## config.mk

```make
export PLATFORM = sky130hd
export DESIGN_NAME = dvfs_volt_interpolate_lookup_top
export DESIGN_NICKNAME = d
export VERILOG_FILES = /design/src/sv/dvil_pkg.sv /design/src/sv/dvil_ram.sv /design/src/sv/dvil_div.sv /design/src/sv/dvfs_volt_interpolate_lookup_top.sv
export SDC_FILE = /design/constraint.sdc
export NUM_CORES = 2
export LEC_CHECK = 0
export BUFFER_PORTS_ARGS = -buffer_cell sky130_fd_sc_hd__buf_2
export CAP_MARGIN = 10
export CELL_PAD_IN_SITES_DETAIL_PLACEMENT = 0
export CELL_PAD_IN_SITES_GLOBAL_PLACEMENT = 2
export CORE_ASPECT_RATIO = 0.75
export CORE_MARGIN = 1
export CORE_UTILIZATION = 45
export DETAILED_ROUTE_END_ITERATION = 10
export GPL_TIMING_DRIVEN = 0
export PLACE_DENSITY_LB_ADDON = 0.1
export SETUP_SLACK_MARGIN = 0.15
export SYNTH_ARGS = -nofsm -noshare
export SYNTH_HDL_FRONTEND = slang
export SYNTH_HIERARCHICAL = 1
export SYNTH_SLANG_ARGS = --single-unit
```

## constraint.sdc

```tcl
create_clock -name clk -period 15.33 [get_ports clk]
set_input_delay 3.066 -clock clk [delete_from_list [all_inputs] [get_ports clk]]
set_output_delay 3.066 -clock clk [all_outputs]
set_load 0.02 [all_outputs]
```

## src/sv/dvil_pkg.sv

```systemverilog
package dvil_pkg;

	// table geometry
	localparam int MAX_LEVELS_DEF = 32;
	localparam int RATE_W         = 24;
	localparam int VOLT_W         = 10;
	localparam int UV_W           = 23;
	localparam int CNT_W          = 6;
	localparam int IDX_W          = 5;
	localparam int ENTRY_W        = RATE_W + VOLT_W;

	localparam logic [UV_W-1:0]   STEP_UV        = UV_W'(6250);
	localparam logic [RATE_W-1:0] LOW_RATE_GUARD = RATE_W'(32'h100);

	// result status codes
	typedef enum logic [2:0] {
		ST_MATCH      = 3'd0,
		ST_CLAMP_HIGH = 3'd1,
		ST_CLAMP_LOW  = 3'd2,
		ST_PRIOR      = 3'd3,
		ST_FAULT      = 3'd4,
		ST_WRITE      = 3'd5
	} status_t;

	// request to the serial divider
	typedef struct packed {
		logic              start;
		logic [RATE_W-1:0] dividend;
		logic [RATE_W-1:0] divisor;
	} div_req_t;

	// volt steps to microvolts
	function automatic logic [UV_W-1:0] to_uv(input logic [VOLT_W-1:0] v);
		to_uv = UV_W'(v) * STEP_UV;
	endfunction

endpackage

```

## src/sv/dvil_ram.sv

```systemverilog
module dvil_ram #(
	parameter int WIDTH = 8,
	parameter int DEPTH = 32
) (
	input  logic                     clk,
	input  logic                     we,
	input  logic [$clog2(DEPTH)-1:0] waddr,
	input  logic [WIDTH-1:0]         wdata,
	input  logic [$clog2(DEPTH)-1:0] raddr,
	output logic [WIDTH-1:0]         rdata
);

	logic [WIDTH-1:0] mem_q [DEPTH];

	// one write port, one registered read port
	always_ff @(posedge clk) begin
		if (we) begin
			mem_q[waddr] <= wdata;
		end
		rdata <= mem_q[raddr];
	end

endmodule

```

## src/sv/dvil_div.sv

```systemverilog
module dvil_div import dvil_pkg::*; (
	input  logic              clk,
	input  logic              arst_n,
	input  div_req_t          req,
	output logic              done,
	output logic [RATE_W-1:0] quo
);

	localparam int DCW = $clog2(RATE_W + 1);

	logic              active_q;
	logic              done_q;
	logic [DCW-1:0]    cnt_q;
	logic [RATE_W-1:0] rem_q;
	logic [RATE_W-1:0] quo_q;
	logic [RATE_W-1:0] dvs_q;

	logic [RATE_W:0]   rem_sh;
	logic [RATE_W:0]   rem_sub;
	logic              bit_c;

	// one restoring step per cycle
	always_comb begin
		rem_sh  = {rem_q, quo_q[RATE_W-1]};
		rem_sub = rem_sh - {1'b0, dvs_q};
		bit_c   = (rem_sh >= {1'b0, dvs_q});
	end

	always_ff @(posedge clk or negedge arst_n) begin
		if (!arst_n) begin
			active_q <= 1'b0;
			done_q   <= 1'b0;
			cnt_q    <= '0;
		end else begin
			done_q <= 1'b0;
			if (req.start) begin
				active_q <= 1'b1;
				cnt_q    <= DCW'(RATE_W);
			end else if (active_q) begin
				cnt_q <= cnt_q - DCW'(1);
				if (cnt_q == DCW'(1)) begin
					active_q <= 1'b0;
					done_q   <= 1'b1;
				end
			end
		end
	end

	// datapath, no reset
	always_ff @(posedge clk) begin
		if (req.start) begin
			rem_q <= '0;
			quo_q <= req.dividend;
			dvs_q <= req.divisor;
		end else if (active_q) begin
			rem_q <= bit_c ? rem_sub[RATE_W-1:0] : rem_sh[RATE_W-1:0];
			quo_q <= {quo_q[RATE_W-2:0], bit_c};
		end
	end

	assign done = done_q;
	assign quo  = quo_q;

endmodule

```

## src/sv/dvfs_volt_interpolate_lookup_top.sv

```systemverilog
// Piecewise linear voltage lookup over a stored rate/voltage table.
// Requests enter on start while busy is low; cmd selects a level write (0)
// or a rate query (1). Each request gives exactly one result, shown for one
// cycle with done high, on volt_uv, status and result_last.
// The level count register is written on cfg_valid & cfg_ready; cfg_ready
// is high whenever the block is not busy.
// A write answers in the next cycle and keeps busy low.
// A query walks the stored levels one per cycle through the table RAM read
// port, then runs up to two 24-step serial divisions on the shared divider,
// then up to two RAM reads for clamping; busy stays high throughout. The
// result appears in the cycle busy falls, and no new request is taken
// while a query runs.
// Reset clears the level count and the sequencer; table contents stay
// undefined until written. Results cannot be stalled by the receiver.
module dvfs_volt_interpolate_lookup_top import dvil_pkg::*; #(
	parameter int MAX_LEVELS = MAX_LEVELS_DEF
) (
	input  logic              clk,
	input  logic              arst_n,
	input  logic              start,
	output logic              busy,
	input  logic              cmd,
	input  logic [IDX_W-1:0]  level_index,
	input  logic [RATE_W-1:0] level_rate_khz,
	input  logic [VOLT_W-1:0] level_volt_steps,
	input  logic [RATE_W-1:0] query_rate_khz,
	input  logic [UV_W-1:0]   prior_volt_uv,
	input  logic              query_last,
	input  logic              cfg_valid,
	output logic              cfg_ready,
	input  logic [CNT_W-1:0]  cfg_data,
	output logic              done,
	output logic [UV_W-1:0]   volt_uv,
	output logic [2:0]        status,
	output logic              result_last
);

	localparam int AW = (MAX_LEVELS > 1) ? $clog2(MAX_LEVELS) : 1;
	localparam int CW = $clog2(MAX_LEVELS + 1);

	typedef enum logic [3:0] {
		S_IDLE, S_FIRST, S_WALK, S_PAIR, S_DIV1, S_DIV2, S_ZCHK, S_CL0, S_CL1
	} state_t;

	state_t            state_q;
	logic [CNT_W-1:0]  level_count_q;
	logic [CW-1:0]     n_q;
	logic [AW-1:0]     j_q;
	logic [RATE_W-1:0] rate_q;
	logic [UV_W-1:0]   volt_q;
	logic              matched_q;
	logic              last_q;
	logic [ENTRY_W-1:0] up_q;
	logic [ENTRY_W-1:0] dn_q;

	logic              done_q;
	logic [UV_W-1:0]   volt_uv_q;
	status_t           status_q;
	logic              result_last_q;

	logic               accept;
	logic               ram_we;
	logic [AW-1:0]      rd_addr_c;
	logic [ENTRY_W-1:0] rd_data;
	logic [CW-1:0]      n_c;
	div_req_t           div_req;
	logic               div_done;
	logic [RATE_W-1:0]  div_quo;

	logic [RATE_W-1:0] up_rate, dn_rate, rd_rate;
	logic [VOLT_W-1:0] up_volt, dn_volt, rd_volt;
	logic [VOLT_W-1:0] span_c;
	logic [VOLT_W-1:0] steps_c;
	logic              brackets_c;
	status_t           base_st;

	assign accept    = start && !busy;
	assign busy      = (state_q != S_IDLE);
	assign cfg_ready = !busy;
	assign ram_we    = accept && !cmd && (int'(level_index) < MAX_LEVELS);

	assign up_rate = up_q[ENTRY_W-1:VOLT_W];
	assign up_volt = up_q[VOLT_W-1:0];
	assign dn_rate = dn_q[ENTRY_W-1:VOLT_W];
	assign dn_volt = dn_q[VOLT_W-1:0];
	assign rd_rate = rd_data[ENTRY_W-1:VOLT_W];
	assign rd_volt = rd_data[VOLT_W-1:0];

	// effective level count
	assign n_c = (int'(level_count_q) > MAX_LEVELS) ? CW'(MAX_LEVELS) : CW'(level_count_q);

	// table storage: rate and volt side by side
	dvil_ram #(
		.WIDTH(ENTRY_W),
		.DEPTH(MAX_LEVELS)
	) u_ram (
		.clk  (clk),
		.we   (ram_we),
		.waddr(AW'(level_index)),
		.wdata({level_rate_khz, level_volt_steps}),
		.raddr(rd_addr_c),
		.rdata(rd_data)
	);

	dvil_div u_div (
		.clk   (clk),
		.arst_n(arst_n),
		.req   (div_req),
		.done  (div_done),
		.quo   (div_quo)
	);

	// read address, divider request, pair decode
	always_comb begin
		rd_addr_c        = '0;
		span_c           = up_volt - dn_volt;
		div_req.start    = 1'b0;
		div_req.dividend = up_rate - dn_rate;
		div_req.divisor  = RATE_W'(span_c);
		brackets_c       = (rate_q <= up_rate) && (rate_q >= rd_rate);
		steps_c          = (div_quo > RATE_W'(up_volt)) ? '0 : (up_volt - div_quo[VOLT_W-1:0]);
		base_st          = matched_q ? ST_MATCH : ST_PRIOR;
		case (state_q)
			S_FIRST: rd_addr_c = AW'(1);
			S_WALK:  rd_addr_c = j_q + AW'(1);
			S_CL0:   rd_addr_c = AW'(n_q - CW'(1));
			S_PAIR: begin
				div_req.start = (up_rate >= LOW_RATE_GUARD) && (dn_rate != '0) &&
					(up_rate != dn_rate) && (up_volt > dn_volt);
			end
			S_DIV1: begin
				div_req.start    = div_done && (div_quo != '0);
				div_req.dividend = up_rate - rate_q;
				div_req.divisor  = div_quo;
			end
			default: rd_addr_c = '0;
		endcase
	end

	// sequencer and result register
	always_ff @(posedge clk or negedge arst_n) begin
		if (!arst_n) begin
			state_q       <= S_IDLE;
			level_count_q <= '0;
			n_q           <= '0;
			j_q           <= '0;
			rate_q        <= '0;
			volt_q        <= '0;
			matched_q     <= 1'b0;
			last_q        <= 1'b0;
			up_q          <= '0;
			dn_q          <= '0;
			done_q        <= 1'b0;
			volt_uv_q     <= '0;
			status_q      <= ST_MATCH;
			result_last_q <= 1'b0;
		end else begin
			done_q <= 1'b0;
			if (cfg_valid && cfg_ready) begin
				level_count_q <= cfg_data;
			end
			case (state_q)
				S_IDLE: begin
					if (accept) begin
						if (!cmd) begin
							done_q        <= 1'b1;
							volt_uv_q     <= '0;
							status_q      <= ST_WRITE;
							result_last_q <= 1'b0;
						end else begin
							n_q       <= n_c;
							rate_q    <= query_rate_khz;
							volt_q    <= prior_volt_uv;
							last_q    <= query_last;
							matched_q <= 1'b0;
							state_q   <= (n_c < CW'(2)) ? S_ZCHK : S_FIRST;
						end
					end
				end
				S_FIRST: begin
					up_q    <= rd_data;
					j_q     <= AW'(1);
					state_q <= S_WALK;
				end
				S_WALK: begin
					if (brackets_c) begin
						dn_q      <= rd_data;
						matched_q <= 1'b1;
						state_q   <= S_PAIR;
					end else if (int'(j_q) == int'(n_q) - 1) begin
						state_q <= S_ZCHK;
					end else begin
						up_q <= rd_data;
						j_q  <= j_q + AW'(1);
					end
				end
				S_PAIR: begin
					if (up_rate < LOW_RATE_GUARD) begin
						volt_q  <= to_uv(dn_volt);
						state_q <= S_ZCHK;
					end else if ((dn_rate == '0) || (up_rate == dn_rate) ||
						(up_volt == dn_volt)) begin
						volt_q  <= to_uv(up_volt);
						state_q <= S_ZCHK;
					end else if (up_volt < dn_volt) begin
						done_q        <= 1'b1;
						volt_uv_q     <= '0;
						status_q      <= ST_FAULT;
						result_last_q <= last_q;
						state_q       <= S_IDLE;
					end else begin
						state_q <= S_DIV1;
					end
				end
				S_DIV1: begin
					if (div_done) begin
						if (div_quo == '0) begin
							done_q        <= 1'b1;
							volt_uv_q     <= '0;
							status_q      <= ST_FAULT;
							result_last_q <= last_q;
							state_q       <= S_IDLE;
						end else begin
							state_q <= S_DIV2;
						end
					end
				end
				S_DIV2: begin
					if (div_done) begin
						volt_q  <= to_uv(steps_c);
						state_q <= S_ZCHK;
					end
				end
				S_ZCHK: begin
					if ((volt_q == '0) && (n_q != '0)) begin
						state_q <= S_CL0;
					end else begin
						done_q        <= 1'b1;
						volt_uv_q     <= volt_q;
						status_q      <= base_st;
						result_last_q <= last_q;
						state_q       <= S_IDLE;
					end
				end
				S_CL0: begin
					if (rate_q > rd_rate) begin
						done_q        <= 1'b1;
						volt_uv_q     <= to_uv(rd_volt);
						status_q      <= ST_CLAMP_HIGH;
						result_last_q <= last_q;
						state_q       <= S_IDLE;
					end else begin
						state_q <= S_CL1;
					end
				end
				S_CL1: begin
					done_q        <= 1'b1;
					result_last_q <= last_q;
					state_q       <= S_IDLE;
					if (rate_q < rd_rate) begin
						volt_uv_q <= to_uv(rd_volt);
						status_q  <= ST_CLAMP_LOW;
					end else begin
						volt_uv_q <= volt_q;
						status_q  <= base_st;
					end
				end
				default: state_q <= S_IDLE;
			endcase
		end
	end

	assign done        = done_q;
	assign volt_uv     = volt_uv_q;
	assign status      = status_q;
	assign result_last = result_last_q;

endmodule

```

==> results.json <==
{
  "synthMuxAreaShare": 0.0949,
  "pin_count": 128,
  "avgSynthCellArea_um2": 13.0,
  "period_share": 0.559,
  "hold_path_startpoint": "last_q",
  "crit_path_max_fanout": 9,
  "crit_family": "adder cells",
  "num_vias": 44200,
  "use_met3": 0.0557,
  "skew_ps": 51.4,
  "synth-compound-area-share": 0.0984,
  "async_flop_share": 0.127,
  "syn-num-nets": 5852,
  "dp_hpwl_um": 148000,
  "cts_made_buffers": 139,
  "tightest_slew_ps": 1220,
  "relSlewSlack": 0.179,
  "final_hold_viol_count": 0,
  "grt_overflow_total": 0,
  "synth_top_family_by_area": "adder cells",
  "startpoint": "up_q[1]",
  "crit_buf_inv": 2,
  "cts_setup_buffers": 0,
  "cts_sinks": 1367,
  "yosys.area.top_type": "edfxtp_1",
  "layout-drive-gt1-share": 0.105,
  "cts_tree": "done",
  "end_kind": "register",
  "leakage_uw": 0.0291,
  "die_h_um": 339,
  "synth_top_cell_area_share": 0.500,
  "min_path_type": "reg -> reg",
  "synthFlopType": "edfxtp_1",
  "seq_area_um2": 39600,
  "wirelength_um": 203000,
  "min_delay_worst_endpoint": "last_q",
  "cts_max_level": 4,
  "status": "complete, no violations",
  "instances_no_fill": 7678,
  "rows": 123,
  "synth_area_um2": 68200,
  "track_usage": 0.263,
  "grt_pass1_vias": 42400,
  "yosys_warnings": 6,
  "yosys.area_share.simple": 0.0705,
  "crit_path_frequent_cell": "ha_1",
  "coreArea_um2": 150000,
  "grt_max_degree": 103,
  "busiest_layer": "met1",
  "peakVddDrop_v": 0.000394,
  "clockRootBuffer": "clkbuf_16",
  "rsz0062_at_grt": "false",
  "r2r_slack_ps": 6760,
  "cts_hold_buf": 0,
  "place_congestion": 0.876,
  "finalNetCount": 6159,
  "viasPerCell": 5.75,
  "reg2reg_depth": 25,
  "dp_cells": 7418,
  "post-synth-top-count-cell": "edfxtp_1",
  "multiInputGateArea_um2": 26300,
  "synth_xor_area_frac": 0.0171,
  "synth_common_cells": "1136 x edfxtp_1, 575 x mux2i_1, 424 x ha_1, 366 x inv_1, 288 x nand2_1",
  "clk_pin_slew_worst_paths_ps": 60,
  "dieArea_um2": 153000,
  "slowest_delay_ps": 870,
  "initialDrtViolationCount": 4143,
  "syn_to_final_growth_pct": 12.5,
  "powerDensity_nw_per_um2": 235,
  "synth-seq-cells": 1367,
  "wire_per_inst_um": 26.4,
  "syn_inst": 5253,
  "final_max_slew_viol_count": 0,
  "ys_seq_area_frac": 0.580,
  "setup_tns_ps": 0,
  "cts_resized": 0,
  "dr.pass1.iters": 5,
  "synthTopCellsByArea": "edfxtp_1 50%, mux2i_1 8.4%, ha_1 7.8%",
  "synth_cell_types": 85,
  "hold_depth": 2,
  "ant_nets": 0,
  "fillers": 13100,
  "worstSetupPathType": "reg -> reg",
  "clock_path_buffers": 3,
  "met1_usage": 0.417,
  "synthAdderAreaFrac": 0.100,
  "setup_viol_count_final": 0,
  "die_w_um": 452,
  "io_buffers": 127,
  "rr_endpoint": "volt_q[20]",
  "regToRegStartpoint": "up_q[1]",
  "cp_slowest_cell": "a2111oi_0",
  "drv_cap": 0,
  "start_util": 0.454,
  "synth_edf_count": 1136,
  "start_kind": "register",
  "max_freq_mhz": 117,
  "drcViolationCount": 0,
  "antenna_found_initial": 12,
  "required_ps": 15970,
  "grt_pass1_wl_um": 293000,
  "met2_usage": 0.360,
  "clkLatencyLatePin_ps": 810,
  "cp.arrival_ps": 9210,
  "period_needed_ps": 8570
}
==> layer usage <==
metal | wire (um) | vias up
met5 | 0 | -
li1 | - | 20400
met3 | 15700 | 220
met1 | 101000 | 22200
met2 | 81900 | 1403
met4 | 4100 | 0
==> worst max path at each step <==
stage / depth (start not counted) / to / slack [ps]
after global placement: 6 / u_ram/mem_q[8][27] / 6730
after global routing: 25 / volt_q[20] / 6240
after detailed placement: 25 / volt_q[20] / 6980
after floorplan: 25 / volt_q[20] / 8800
after CTS: 25 / volt_q[20] / 6920
final: 25 / volt_q[20] / 6760
==> power by group <==
group	internal (uW)	switching [uW]
Sequential	4360	419
Combinational	3880	6050
Clock	1860	1460
Total	10100	7930
==> placed cells by master (no fill, tap or decap), drive strengths merged, types with 201 or more instances in the layout <==
cell type  netlist  final
a21oi          258    258
inv            366    373
nand2          288    288
buf            130    295
mux2i          575    575
o21ai          201    201
edfxtp        1136   1136
nor2           211    211
clkbuf          89    273
ha             424    424
==> registers in the layout, indices dropped and copies added, names as in the netlist, 6 cells and up <==
signal / flops
u_div/dvs_q: 24
dn_q: 34
n_q: 6
level_count_q: 6
rate_q: 24
u_ram/rdata: 34
volt_uv: 23
u_div/quo: 24
up_q: 34
volt_q: 23
u_div/rem_q: 24
u_ram/mem_q: 1088
==> kinds of logic after synthesis <==
group,Yosys count
AO/OA/AOI/OAI,1023
XOR/XNOR,133
adder cells (fa/ha/maj),501
buffers and inverters,585
flip-flops,1367
multiplexers,639
AND/OR/NAND/NOR,1005
==> stage by stage <==
stage | hold slack, ps | util | setup slack (ps) | power (uW) | instance area [um^2]
floorplan | 446 | - | 8800 | 11600 | 68200
global placement | 467 | 0.475 | 6730 | 14800 | 71400
detailed placement | 472 | 0.482 | 6980 | 14700 | 72400
CTS | 489 | 0.511 | 6920 | 18100 | 76700
global route | 521 | 0.511 | 6240 | 19400 | 76800
finish | 487 | 0.511 | 6760 | 18000 | 76800
==> tightest hold or removal path, stage by stage (launching register included) <==
cell and delay, ps:
dfrtp_1 350, nand2_1 50, nand2_1 60
==> layout make-up <==
| class | count | area share |
|---|---|---|
| Clock inverter | 69 | 0.00826 |
| Inverter | 366 | 0.0179 |
| Clock buffer | 183 | 0.0488 |
| Timing Repair Buffer | 166 | 0.0179 |
| Antenna cell | 7 | 0.000228 |
| Multi-Input combinational cell | 3301 | 0.342 |
| Buffer | 219 | 0.0163 |
| Sequential cell | 1367 | 0.516 |
| Tap cell | 2000 | 0.0326 |
Power figures use the tool's default switching activity.
